## src/rtl/stok_pkg.sv

```systemverilog
// stok_pkg: token kinds, scan modes, keyword table and character classes
// shared by the source tokenizer; no dependencies
`default_nettype none

package stok_pkg;

    // token kind codes
    localparam logic [5:0] KIND_END    = 6'd0;
    localparam logic [5:0] KIND_IDENT  = 6'd1;
    localparam logic [5:0] KIND_NUMBER = 6'd2;
    localparam logic [5:0] KIND_STRING = 6'd3;
    localparam logic [5:0] KIND_FN     = 6'd4;
    localparam logic [5:0] KIND_LET    = 6'd5;
    localparam logic [5:0] KIND_IF     = 6'd6;
    localparam logic [5:0] KIND_ELSE   = 6'd7;
    localparam logic [5:0] KIND_WHILE  = 6'd8;
    localparam logic [5:0] KIND_RETURN = 6'd10;
    localparam logic [5:0] KIND_LPAREN = 6'd12;
    localparam logic [5:0] KIND_RPAREN = 6'd13;
    localparam logic [5:0] KIND_LBRACE = 6'd14;
    localparam logic [5:0] KIND_RBRACE = 6'd15;
    localparam logic [5:0] KIND_SEMI   = 6'd16;
    localparam logic [5:0] KIND_COLON  = 6'd17;
    localparam logic [5:0] KIND_COMMA  = 6'd18;
    localparam logic [5:0] KIND_PLUS   = 6'd19;
    localparam logic [5:0] KIND_MINUS  = 6'd20;
    localparam logic [5:0] KIND_STAR   = 6'd21;
    localparam logic [5:0] KIND_SLASH  = 6'd22;
    localparam logic [5:0] KIND_ASSIGN = 6'd23;
    localparam logic [5:0] KIND_EQ     = 6'd24;
    localparam logic [5:0] KIND_NE     = 6'd25;
    localparam logic [5:0] KIND_LT     = 6'd26;
    localparam logic [5:0] KIND_GT     = 6'd27;
    localparam logic [5:0] KIND_LE     = 6'd28;
    localparam logic [5:0] KIND_GE     = 6'd29;
    localparam logic [5:0] KIND_AND    = 6'd30;
    localparam logic [5:0] KIND_OR     = 6'd31;
    localparam logic [5:0] KIND_ARROW  = 6'd32;

    // character codes
    localparam logic [7:0] CH_NUL    = 8'h00;
    localparam logic [7:0] CH_TAB    = 8'h09;
    localparam logic [7:0] CH_LF     = 8'h0A;
    localparam logic [7:0] CH_CR     = 8'h0D;
    localparam logic [7:0] CH_SPACE  = 8'h20;
    localparam logic [7:0] CH_BANG   = 8'h21;
    localparam logic [7:0] CH_QUOTE  = 8'h22;
    localparam logic [7:0] CH_AMP    = 8'h26;
    localparam logic [7:0] CH_LPAREN = 8'h28;
    localparam logic [7:0] CH_RPAREN = 8'h29;
    localparam logic [7:0] CH_STAR   = 8'h2A;
    localparam logic [7:0] CH_PLUS   = 8'h2B;
    localparam logic [7:0] CH_COMMA  = 8'h2C;
    localparam logic [7:0] CH_MINUS  = 8'h2D;
    localparam logic [7:0] CH_SLASH  = 8'h2F;
    localparam logic [7:0] CH_COLON  = 8'h3A;
    localparam logic [7:0] CH_SEMI   = 8'h3B;
    localparam logic [7:0] CH_LT     = 8'h3C;
    localparam logic [7:0] CH_EQUAL  = 8'h3D;
    localparam logic [7:0] CH_GT     = 8'h3E;
    localparam logic [7:0] CH_BSLASH = 8'h5C;
    localparam logic [7:0] CH_UNDER  = 8'h5F;
    localparam logic [7:0] CH_LBRACE = 8'h7B;
    localparam logic [7:0] CH_BAR    = 8'h7C;
    localparam logic [7:0] CH_RBRACE = 8'h7D;

    // keyword table: length, packed bytes (first byte highest), kind
    localparam int KW_COUNT = 6;
    localparam logic [2:0]  KW_LEN  [KW_COUNT] = '{3'd2, 3'd3, 3'd2, 3'd4, 3'd5, 3'd6};
    localparam logic [47:0] KW_WORD [KW_COUNT] = '{
        48'h0000_0000_666E, 48'h0000_006C_6574, 48'h0000_0000_6966,
        48'h0000_656C_7365, 48'h0077_6869_6C65, 48'h7265_7475_726E};
    localparam logic [5:0]  KW_KIND [KW_COUNT] = '{
        KIND_FN, KIND_LET, KIND_IF, KIND_ELSE, KIND_WHILE, KIND_RETURN};

    // scan modes, one-hot
    typedef enum logic [7:0] {
        MODE_IDLE    = 8'b0000_0001,
        MODE_IDENT   = 8'b0000_0010,
        MODE_NUMBER  = 8'b0000_0100,
        MODE_STRING  = 8'b0000_1000,
        MODE_ESCAPE  = 8'b0001_0000,
        MODE_COMMENT = 8'b0010_0000,
        MODE_SLASH   = 8'b0100_0000,
        MODE_OPER    = 8'b1000_0000
    } mode_t;

    // one result word
    typedef struct packed {
        logic        last;
        logic [15:0] column;
        logic [15:0] line;
        logic [15:0] length;
        logic [15:0] start;
        logic [5:0]  kind;
    } token_t;

    // output queue geometry
    localparam int QUEUE_DEPTH = 4;
    localparam int QUEUE_AW    = 2;

    function automatic logic is_alpha(input logic [7:0] c);
        is_alpha = (c >= 8'h61 && c <= 8'h7A) || (c >= 8'h41 && c <= 8'h5A) || c == CH_UNDER;
    endfunction

    function automatic logic is_digit(input logic [7:0] c);
        is_digit = c >= 8'h30 && c <= 8'h39;
    endfunction

    // kind of a byte that is a token on its own, end kind if none
    function automatic logic [5:0] single_kind(input logic [7:0] c);
        unique case (c)
            CH_LPAREN: single_kind = KIND_LPAREN;
            CH_RPAREN: single_kind = KIND_RPAREN;
            CH_LBRACE: single_kind = KIND_LBRACE;
            CH_RBRACE: single_kind = KIND_RBRACE;
            CH_SEMI:   single_kind = KIND_SEMI;
            CH_COLON:  single_kind = KIND_COLON;
            CH_COMMA:  single_kind = KIND_COMMA;
            CH_PLUS:   single_kind = KIND_PLUS;
            CH_STAR:   single_kind = KIND_STAR;
            default:   single_kind = KIND_END;
        endcase
    endfunction

    function automatic logic is_op_start(input logic [7:0] c);
        is_op_start = c == CH_EQUAL || c == CH_LT || c == CH_GT || c == CH_BANG
                   || c == CH_AMP || c == CH_BAR || c == CH_MINUS;
    endfunction

    // kind of a pending operator standing alone; end kind for ! & |
    function automatic logic [5:0] lone_kind(input logic [7:0] op);
        unique case (op)
            CH_EQUAL: lone_kind = KIND_ASSIGN;
            CH_LT:    lone_kind = KIND_LT;
            CH_GT:    lone_kind = KIND_GT;
            CH_MINUS: lone_kind = KIND_MINUS;
            default:  lone_kind = KIND_END;
        endcase
    endfunction

    // kind of a two-byte operator, end kind when not completed
    function automatic logic [5:0] pair_kind(input logic [7:0] op, input logic [7:0] c);
        priority if (op == CH_EQUAL && c == CH_EQUAL) pair_kind = KIND_EQ;
        else if (op == CH_BANG && c == CH_EQUAL)      pair_kind = KIND_NE;
        else if (op == CH_LT && c == CH_EQUAL)        pair_kind = KIND_LE;
        else if (op == CH_GT && c == CH_EQUAL)        pair_kind = KIND_GE;
        else if (op == CH_AMP && c == CH_AMP)         pair_kind = KIND_AND;
        else if (op == CH_BAR && c == CH_BAR)         pair_kind = KIND_OR;
        else if (op == CH_MINUS && c == CH_GT)        pair_kind = KIND_ARROW;
        else                                          pair_kind = KIND_END;
    endfunction

endpackage

`default_nettype wire

```

## src/rtl/source_tokenizer.sv

```systemverilog
// source_tokenizer: byte-stream lexer with a four-word token queue
// depends on stok_pkg
`default_nettype none

//  channel   dir  tdata                                         tuser  tlast
//  s_axis    in   ch[7:0]                                       -      at_end
//  m_axis    out  kind, start, length, line, column, 2 pad      -      last_token
//
//  one source byte is taken per cycle unless stalled; the scan state updates in the same
//  cycle and the up to two tokens it yields are written to a four-word queue
//  s_axis_tready is high while the queue has room for two words, so input
//  stalls only when the output side holds back or a byte yields two tokens
//  m_axis words come straight from the queue head, one per cycle while m_axis_tready is high
//  rst_n clears the scan state and empties the queue

module source_tokenizer #(
    parameter int COUNTER_WIDTH = 16
) (
    input  wire                    clk,
    input  wire                    rst_n,
    input  wire                    s_axis_tvalid,
    output logic                   s_axis_tready,
    input  wire  [7:0]             s_axis_tdata,   // [7:0] ch
    input  wire                    s_axis_tlast,   // at_end
    output logic                   m_axis_tvalid,
    input  wire                    m_axis_tready,
    // [5:0] token_kind, [21:6] start_offset, [37:22] token_length,
    // [53:38] line_number, [69:54] column_number, [71:70] zero
    output logic [71:0]            m_axis_tdata,
    output logic                   m_axis_tlast    // last_token
);
    import stok_pkg::*;

    localparam int CW = COUNTER_WIDTH;
    localparam logic [CW-1:0] CNT_ONE = CW'(1);
    localparam logic [CW-1:0] CNT_MAX = {CW{1'b1}};

    function automatic logic [CW-1:0] inc_sat(input logic [CW-1:0] v);
        inc_sat = (v == CNT_MAX) ? v : v + CNT_ONE;
    endfunction

    function automatic logic [15:0] sat16(input logic [CW-1:0] v);
        logic [32:0] w;
        w = 33'(v);
        sat16 = (w > 33'h0_FFFF) ? 16'hFFFF : w[15:0];
    endfunction

    // scan state
    mode_t          mode_reg, mode_next;
    logic [7:0]     pend_op_reg, pend_op_next;
    logic [CW-1:0]  tok_start_reg, tok_start_next;
    logic [CW-1:0]  tok_line_reg, tok_line_next;
    logic [CW-1:0]  tok_col_reg, tok_col_next;
    logic [CW-1:0]  pos_reg, pos_next;
    logic [CW-1:0]  line_reg, line_next;
    logic [CW-1:0]  col_reg, col_next;
    logic [CW-1:0]  run_len_reg, run_len_next;
    logic [47:0]    prefix_reg, prefix_next;
    logic           finished_reg, finished_next;

    // token emission
    logic           emit_pend, emit_here, do_fresh;
    logic [5:0]     pend_kind, here_kind, ident_kind, lone_k, pair_k;
    logic [CW-1:0]  pend_len;
    token_t         pend_tok, here_tok;
    logic [7:0]     c;
    logic           accept;

    // output queue
    token_t                queue_reg [QUEUE_DEPTH];
    logic [QUEUE_AW-1:0]   wr_ptr_reg, rd_ptr_reg;
    logic [QUEUE_AW:0]     count_reg;
    logic [1:0]            push_cnt;
    logic                  pop;

    assign c      = s_axis_tdata;
    assign accept = s_axis_tvalid && s_axis_tready;
    assign lone_k = lone_kind(pend_op_reg);
    assign pair_k = pair_kind(pend_op_reg, c);

    // keyword lookup on the finished identifier
    always_comb
    begin
        ident_kind = KIND_IDENT;
        for (int i = 0; i < KW_COUNT; i++)
        begin
            if (run_len_reg == CW'(KW_LEN[i]) && prefix_reg == KW_WORD[i])
                ident_kind = KW_KIND[i];
        end
    end

    // next scan state and emitted tokens
    always_comb
    begin
        mode_next      = mode_reg;
        pend_op_next   = pend_op_reg;
        tok_start_next = tok_start_reg;
        tok_line_next  = tok_line_reg;
        tok_col_next   = tok_col_reg;
        pos_next       = pos_reg;
        line_next      = line_reg;
        col_next       = col_reg;
        run_len_next   = run_len_reg;
        prefix_next    = prefix_reg;
        finished_next  = finished_reg;
        emit_pend      = 1'b0;
        emit_here      = 1'b0;
        do_fresh       = 1'b0;
        pend_kind      = KIND_END;
        pend_len       = run_len_reg;
        here_kind      = KIND_END;

        if (s_axis_tlast)
        begin
            // end of source: unless finished, flush pending token and end token; then reset
            if (!finished_reg)
            begin
                emit_here = 1'b1;
                unique case (mode_reg)
                    MODE_IDENT:
                    begin
                        emit_pend = 1'b1;
                        pend_kind = ident_kind;
                    end
                    MODE_NUMBER:
                    begin
                        emit_pend = 1'b1;
                        pend_kind = KIND_NUMBER;
                    end
                    MODE_STRING, MODE_ESCAPE:
                    begin
                        emit_pend = 1'b1;
                        pend_kind = KIND_STRING;
                    end
                    MODE_SLASH:
                    begin
                        emit_pend = 1'b1;
                        pend_kind = KIND_SLASH;
                        pend_len  = CNT_ONE;
                    end
                    MODE_OPER:
                    begin
                        emit_pend = 1'b1;
                        pend_kind = lone_k;
                        pend_len  = CNT_ONE;
                        emit_here = lone_k != KIND_END;
                    end
                    default: ;
                endcase
            end
            mode_next      = MODE_IDLE;
            pend_op_next   = 8'd0;
            tok_start_next = '0;
            tok_line_next  = CNT_ONE;
            tok_col_next   = CNT_ONE;
            pos_next       = '0;
            line_next      = CNT_ONE;
            col_next       = CNT_ONE;
            run_len_next   = '0;
            prefix_next    = '0;
            finished_next  = 1'b0;
        end
        else if (!finished_reg)
        begin
            unique case (mode_reg)
                MODE_IDENT:
                begin
                    if (is_alpha(c) || is_digit(c))
                    begin
                        if (run_len_reg < CW'(6))
                            prefix_next = {prefix_reg[39:0], c};
                        run_len_next = inc_sat(run_len_reg);
                        pos_next     = inc_sat(pos_reg);
                        col_next     = inc_sat(col_reg);
                    end
                    else
                    begin
                        emit_pend = 1'b1;
                        pend_kind = ident_kind;
                        do_fresh  = 1'b1;
                    end
                end
                MODE_NUMBER:
                begin
                    if (is_digit(c))
                    begin
                        run_len_next = inc_sat(run_len_reg);
                        pos_next     = inc_sat(pos_reg);
                        col_next     = inc_sat(col_reg);
                    end
                    else
                    begin
                        emit_pend = 1'b1;
                        pend_kind = KIND_NUMBER;
                        do_fresh  = 1'b1;
                    end
                end
                MODE_STRING, MODE_ESCAPE:
                begin
                    if (c == CH_NUL)
                    begin
                        emit_pend     = 1'b1;
                        pend_kind     = KIND_STRING;
                        emit_here     = 1'b1;
                        finished_next = 1'b1;
                    end
                    else
                    begin
                        // newline inside a string moves the column only
                        run_len_next = inc_sat(run_len_reg);
                        pos_next     = inc_sat(pos_reg);
                        col_next     = inc_sat(col_reg);
                        if (mode_reg == MODE_ESCAPE)
                            mode_next = MODE_STRING;
                        else if (c == CH_BSLASH)
                            mode_next = MODE_ESCAPE;
                        else if (c == CH_QUOTE)
                        begin
                            emit_pend = 1'b1;
                            pend_kind = KIND_STRING;
                            pend_len  = inc_sat(run_len_reg);
                            mode_next = MODE_IDLE;
                        end
                    end
                end
                MODE_COMMENT:
                begin
                    if (c == CH_LF || c == CH_NUL)
                        do_fresh = 1'b1;
                    else
                    begin
                        pos_next = inc_sat(pos_reg);
                        col_next = inc_sat(col_reg);
                    end
                end
                MODE_SLASH:
                begin
                    if (c == CH_SLASH)
                    begin
                        mode_next = MODE_COMMENT;
                        pos_next  = inc_sat(pos_reg);
                        col_next  = inc_sat(col_reg);
                    end
                    else
                    begin
                        emit_pend = 1'b1;
                        pend_kind = KIND_SLASH;
                        pend_len  = CNT_ONE;
                        do_fresh  = 1'b1;
                    end
                end
                MODE_OPER:
                begin
                    emit_pend = 1'b1;
                    if (pair_k != KIND_END)
                    begin
                        pend_kind = pair_k;
                        pend_len  = CW'(2);
                        mode_next = MODE_IDLE;
                        pos_next  = inc_sat(pos_reg);
                        col_next  = inc_sat(col_reg);
                    end
                    else
                    begin
                        pend_kind = lone_k;
                        pend_len  = CNT_ONE;
                        if (lone_k == KIND_END)
                        begin
                            // lone ! & or | closes the run, this byte dropped
                            finished_next = 1'b1;
                            mode_next     = MODE_IDLE;
                        end
                        else
                            do_fresh = 1'b1;
                    end
                end
                default: do_fresh = 1'b1;
            endcase

            // lex the byte as the start of a new token
            if (do_fresh)
            begin
                mode_next = MODE_IDLE;
                if (c == CH_NUL)
                begin
                    emit_here     = 1'b1;
                    finished_next = 1'b1;
                end
                else if (c == CH_SPACE || c == CH_TAB || c == CH_CR)
                begin
                    pos_next = inc_sat(pos_reg);
                    col_next = inc_sat(col_reg);
                end
                else if (c == CH_LF)
                begin
                    line_next = inc_sat(line_reg);
                    col_next  = CNT_ONE;
                    pos_next  = inc_sat(pos_reg);
                end
                else if (single_kind(c) != KIND_END)
                begin
                    emit_here = 1'b1;
                    here_kind = single_kind(c);
                    pos_next  = inc_sat(pos_reg);
                    col_next  = inc_sat(col_reg);
                end
                else if (is_alpha(c) || is_digit(c) || c == CH_QUOTE || c == CH_SLASH
                         || is_op_start(c))
                begin
                    tok_start_next = pos_reg;
                    tok_line_next  = line_reg;
                    tok_col_next   = col_reg;
                    run_len_next   = CNT_ONE;
                    pos_next       = inc_sat(pos_reg);
                    col_next       = inc_sat(col_reg);
                    if (is_alpha(c))
                    begin
                        prefix_next = {40'd0, c};
                        mode_next   = MODE_IDENT;
                    end
                    else if (is_digit(c))
                        mode_next = MODE_NUMBER;
                    else if (c == CH_QUOTE)
                        mode_next = MODE_STRING;
                    else if (c == CH_SLASH)
                        mode_next = MODE_SLASH;
                    else
                    begin
                        pend_op_next = c;
                        mode_next    = MODE_OPER;
                    end
                end
                else
                begin
                    emit_here     = 1'b1;
                    finished_next = 1'b1;
                end
            end
        end
    end

    // token words
    always_comb
    begin
        pend_tok.kind   = pend_kind;
        pend_tok.start  = sat16(tok_start_reg);
        pend_tok.length = (pend_kind == KIND_END) ? 16'd0 : sat16(pend_len);
        pend_tok.line   = sat16(tok_line_reg);
        pend_tok.column = sat16(tok_col_reg);
        pend_tok.last   = pend_kind == KIND_END;

        here_tok.kind   = here_kind;
        here_tok.start  = sat16(pos_reg);
        here_tok.length = (here_kind == KIND_END) ? 16'd0 : 16'd1;
        here_tok.line   = sat16(line_reg);
        here_tok.column = sat16(col_reg);
        here_tok.last   = here_kind == KIND_END;
    end

    // scan state registers
    always_ff @(posedge clk or negedge rst_n)
    begin
        if (!rst_n)
        begin
            mode_reg      <= MODE_IDLE;
            pend_op_reg   <= 8'd0;
            tok_start_reg <= '0;
            tok_line_reg  <= CNT_ONE;
            tok_col_reg   <= CNT_ONE;
            pos_reg       <= '0;
            line_reg      <= CNT_ONE;
            col_reg       <= CNT_ONE;
            run_len_reg   <= '0;
            prefix_reg    <= '0;
            finished_reg  <= 1'b0;
        end
        else if (accept)
        begin
            mode_reg      <= mode_next;
            pend_op_reg   <= pend_op_next;
            tok_start_reg <= tok_start_next;
            tok_line_reg  <= tok_line_next;
            tok_col_reg   <= tok_col_next;
            pos_reg       <= pos_next;
            line_reg      <= line_next;
            col_reg       <= col_next;
            run_len_reg   <= run_len_next;
            prefix_reg    <= prefix_next;
            finished_reg  <= finished_next;
        end
    end

    // queue handshake
    assign s_axis_tready = count_reg <= (QUEUE_AW+1)'(QUEUE_DEPTH - 2);
    assign m_axis_tvalid = count_reg != '0;
    assign pop           = m_axis_tvalid && m_axis_tready;
    assign push_cnt      = accept ? (2'(emit_pend) + 2'(emit_here)) : 2'd0;

    // queue pointers and count
    always_ff @(posedge clk or negedge rst_n)
    begin
        if (!rst_n)
        begin
            wr_ptr_reg <= '0;
            rd_ptr_reg <= '0;
            count_reg  <= '0;
        end
        else
        begin
            wr_ptr_reg <= wr_ptr_reg + QUEUE_AW'(push_cnt);
            rd_ptr_reg <= rd_ptr_reg + QUEUE_AW'(pop);
            count_reg  <= count_reg + (QUEUE_AW+1)'(push_cnt) - (QUEUE_AW+1)'(pop);
        end
    end

    // queue storage, pending token goes first
    always_ff @(posedge clk)
    begin
        if (accept)
        begin
            if (emit_pend)
            begin
                queue_reg[wr_ptr_reg] <= pend_tok;
                if (emit_here)
                    queue_reg[wr_ptr_reg + QUEUE_AW'(1)] <= here_tok;
            end
            else if (emit_here)
                queue_reg[wr_ptr_reg] <= here_tok;
        end
    end

    // output word
    always_comb
    begin
        m_axis_tdata = {2'b00, queue_reg[rd_ptr_reg].column, queue_reg[rd_ptr_reg].line,
                        queue_reg[rd_ptr_reg].length, queue_reg[rd_ptr_reg].start,
                        queue_reg[rd_ptr_reg].kind};
        m_axis_tlast = queue_reg[rd_ptr_reg].last;
    end

endmodule

`default_nettype wire
```

## config.mk

```make
export PLATFORM = sky130hd
export DESIGN_NAME = source_tokenizer
export DESIGN_NICKNAME = d
export VERILOG_FILES = /design/src/rtl/stok_pkg.sv /design/src/rtl/source_tokenizer.sv
export SDC_FILE = /design/constraint.sdc
export NUM_CORES = 1
export LEC_CHECK = 0
export BUFFER_PORTS_ARGS = -buffer_cell sky130_fd_sc_hd__buf_4
export CAP_MARGIN = 20
export CORE_AREA = 2 2 245 247
export CTS_CLUSTER_SIZE = 12
export DETAILED_ROUTE_END_ITERATION = 10
export DIE_AREA = 0 0 247 249
export PLACE_DENSITY = 0.56
export REMOVE_ABC_BUFFERS = 1
export SLEW_MARGIN = 10
export SYNTH_ARGS = -nofsm -noshare
export SYNTH_HDL_FRONTEND = slang
export SYNTH_SLANG_ARGS = --single-unit
export TNS_END_PERCENT = 50
```

## constraint.sdc

```tcl
create_clock -name clk -period 5.7 [get_ports clk]
set_input_delay 0.855 -clock clk [delete_from_list [all_inputs] [get_ports clk]]
set_output_delay 0.855 -clock clk [all_outputs]
set_load 0.05 [all_outputs]
```

After elaboration in Yosys (flattened, before gate mapping)
Memories as Yosys holds them, arrays and structs flattened.
Index checks and enable logic that the tools add are counted.
Widths: inputs -> output; s select.

cells by class
  add/subtract/negate cells = 10
  magnitude comparators = 8
  equal/unequal tests = 67
  mux-type cells = 227
  bitwise operators = 1
  reductions and logical operators = 53

operators with widths
  kind                   number
  $mux 16                83
  $mux 48                12
  $mux 8                 31
  $pmux 16 s6            2
  $eq 8x6->1 const B     23
  $mux 6                 23
  $eq 48x15->1 const B   2
  $pmux 16 s3            2
  $mux 71                1
  $add 16x1->16 const B  4
  $eq 16x16->1 const B   4
  $pmux 6 s5             2
  $eq 8x7->1 const B     7
  $mux 1                 49
  $eq 16x3->1 const B    3
  $eq 48x23->1 const B   1
  $eq 48x31->1 const B   1
  $eq 48x39->1 const B   1
  $eq 48x47->1 const B   1
  $pmux 5 s9             1
  $mux 5                 8
  $eq 16x2->1 const B    2
  $eq 8x4->1 const B     4
  $pmux 8 s3             1
  41 further kinds       98

storage, ports and cells
  flip-flop bits (word level) = 184
  bits in writable memories = 284
  input bits = 13
  output and inout bits = 75
  word-level logic and storage cells = 381
  memories kept = 1

memories
  memory     words  bits a word  read ports  clocked after Yosys merged registers in  write ports  line                    text
  queue_reg  4      71           1           0                                        2            source_tokenizer.sv:70  token_t queue_reg [QUEUE_DEPTH];

Longest topological paths before layout
  word-level depth = 30
  gate-level depth with buffers = 19
  mapped depth without buffers = 17

Worst setup path after synthesis
Ideal clock, no wire load.

  path type = input-to-reg
  start = in s_axis_tdata[3]
  end = mem queue_reg[1][0] (netlist name) (enable)
  setup time = 409 ps
  arrival = 5035 ps
  data required time = 5291 ps
  path slack = 256 ps
  stages on the path = 16
  buffers on the path = 4
  cell sequence = clkbuf_1 > or4_1 > a21oi_1 > a211oi_1 > o221a_2 > a21boi_2 > a221oi_1 > nor3_1 > ha_1 > buf_4 > nand2_1 > clkbuf_1 > o21ai_2 > a21oi_4 > buf_2 > inv_1

RTL lines
  what                line                    text
  start: declaration  source_tokenizer.sv:23  input wire [7:0] s_axis_tdata,
  end: declaration    source_tokenizer.sv:70

==> out/metrics.cfg <==
[status]
status = completed

[power_and_ir_drop]
p_sw_share_pct = 37.12
clkPwrFrac_pct = 30.9
irDropWorstVdd_uv = 488.3
total_power_uw = 10650
internal_power_uw = 6699
pwr-share-comb_pct = 30.1
powerDensity_nw_per_um2 = 396.2
sequentialPowerShare_pct = 39.0
p_leak_uw = 0.009870
power_switching_uw = 3954

[worst_setup_path]
reg2reg_slack_ps = 820
cp-end-kind = flip-flop
crit_arrival_ps = 5190
reg2reg_to = queue_reg[3][10]
cp.required_ps = 6010
path_max_fanout = 24
r2r_cells = 13
r2r-start = mode_reg[3]
criticalPathCategory = flip-flop to flip-flop
cp-start-kind = flip-flop

[floorplan]
io_pins = 88
die_h_um = 249
start_util_pct = 40.61
fp.dieW_um = 247
placementRows = 89
dieArea_um2 = 61500
coreArea_um2 = 58690

[logic_synthesis]
synth_compound_area_share_pct = 22.73
synth-main-ff-cell = edfxtp_1
synthXorXnorAreaFrac_pct = 0.9188
synth_top_area_share_pct = 27.72
yosysUniqueCellTypes = 98
synth_top_family_by_area = compound AO/OA/AOI/OAI gates
synth-async-reset-ratio_pct = 39.32
synth_edf_count = 220
yosysWarningCount = 0
yosysTopAreaCell = edfxtp_1
syn_inst = 2101
synth-simple-area-share_pct = 12.28
ys_seq_area_share_pct = 52.45
syn-cell-area_um2 = 23830
synthTopCellsByArea = edfxtp_1 28%, dfrtp_1 19%, a22o_1 10%
synth_mux_area_share_pct = 6.967
synth-seq-cells = 468
synthAdderAreaFrac_pct = 0.8191
syn_avg_cell_area_um2 = 11.34

[finish]
largest_reg_flops = 284
multi_input_area_um2 = 10500
seq_area_um2 = 12510
utilization_pct = 45.82
fill_cells = 5282
nets = 2127
drive_above_1_share_pct = 16.02
mostFrequentLayoutCell = a22o_1
antennaDiodeCount = 0
design_area_um2 = 26890
final_cell_mix = 283 x a22o_1, 220 x edfxtp_1, 177 x dfrtp_1
syn2layout_area_growth_pct = 12.83

[sta]
post-route-min-period_ps = 4880
tightest_slew_ps = 1039
finClkSkew_ps = 25.70
maxSlewHeadroom_pct = 30.55
fmax_mhz = 204.9
rsz0062_at_grt = no
setup_viol = 0
post-route-period-util_pct = 85.62
hold_viol_final = 0
final.setup.tns_ps = 0
finalMaxSlewViolations = 0

[place]
dp_hpwl_mm = 44.87
place_congestion = 0.8920
port_buffers = 85
place_area_um2 = 25210

[job]
maxCapViolations = 0

[route]
dr.pass1.iters = 5
first_iter_violations = 1415
wl_per_cell_um = 24.50
vias = 18200
wirelength_mm = 71.39
viasPerCell = 6.246
ant_nets = 0
drc = 0

[cts]
cts_buffers = 51
h-tree-depth = 2
clk_pin_slew_ps = 60
clock_sinks = 468
clkLatencyLatePin_ps = 620
cts_buffer_depth = 3
cts_tree = done
postCtsSetupRepairBufs = 0
ctsResizeCount = 0
root_buffer = clkbuf_16
cts_hold_buf = 0

[min_path]
min_path_type = input pin to async pin

[grt]
overflow = 0
grt_pass1_vias = 18190
grt_pass1_wl_mm = 110.1
grtUsageTotal_pct = 23.10
grt_start_max_net_pins = 90
antenna_found_initial = 1

-- synthesized netlist by cell type (9+ instances only) --
master       n
a21o_1      11
a21oi_1     78
a22o_1     283
a22oi_1     53
a31oi_1     18
and2_1      16
and3_1      25
buf_1       15
buf_2       38
clkbuf_1   136
dfrtp_1    179
dfxtp_1     64
edfxtp_1   220
ha_1        14
inv_1       23
mux4_2      71
nand2_1    175
nand2b_1    21
nand3_1     54
nand4_1     25
nand4b_1    11
nor2_1      88
nor2b_1     15
nor3_1      34
nor4_1      22
o211ai_1    12
o21a_1      10
o21ai_0    123
o21ai_1     17
o22ai_1     24
o2bb2ai_1   12
o31ai_1     13
or3_1       14
or4_1       12
xnor2_1      9
xor2_1      16
-- worst max path at each step --
stage / end / start / slack, ps
final: queue_reg[3][10] / mode_reg[3] / 820
after global routing: queue_reg[3][10] / mode_reg[3] / 400
after CTS: queue_reg[3][13] / mode_reg[3] / 870
after detailed placement: queue_reg[3][6] / s_axis_tdata[6] / 460
after global placement: queue_reg[3][15] / s_axis_tdata[1] / 530
after floorplan: queue_reg[2][0] / mode_reg[3] / -1050
-- worst max-delay path: stages (launching register included) --
cell and delay [ps]:
dfrtp_1 480, nor4_2 600, nand3_1 460, o211ai_1 290
o21a_1 320, a21boi_2 90, a221oi_1 320, nor3_1 120
ha_1 380, o211ai_2 300, o21ai_4 80, a21oi_2 690
inv_2 130, buf_4 310
-- cell type report --
| cell class | instances | area share (%) |
|---|---|---|
| timing repair buffer | 141 | 4.286 |
| multi-input combinational | 1413 | 39.04 |
| sequential | 468 | 46.51 |
| clock inverter | 19 | 0.7259 |
| clock buffer | 76 | 5.505 |
| inverter | 24 | 0.3350 |
| tap | 773 | 3.597 |
-- layer usage --
layer	track usage, %	vias up	wire [um]
met5	0	-	0
met4	8.916	0	2602
met3	3.814	147	4245
met2	38.01	582	34400
met1	30.44	9221	30150
li1	-	8251	-
-- logic make-up (layout without fill, tap and decap cells) --
family	after synthesis	count (layout)
AOI/OAI and AO/OA	732	732
and+or+nand+nor	562	562
DFF	468	468
buffers and inverters	221	260
muxes	77	77
xor gates and xnor gates	25	25
adders and majority gates	15	15
other	1	2
-- through the flow --
stage	std cells	hold slack (ps)	worst slack, ps
3_3_place_gp	2819	431.6	530.4
3_5_place_dp	2819	443.1	458.4
4_1_cts	2914	355.1	866.8
5_1_grt	2914	392.7	397.5
2_1_floorplan	1905	420.5	-1046
6_report	2914	336.0	819.7
-- power by group through the flow --
stage	Sequential (uW)	Clock, uW	Combinational [uW]
finish	4150	3300	3200
global route	4210	3490	3410
CTS	4160	3360	3230
detailed placement	4230	0	3220
global placement	4210	0	3200
floorplan	4140	0	2160
(Power assumes the default switching activity.)
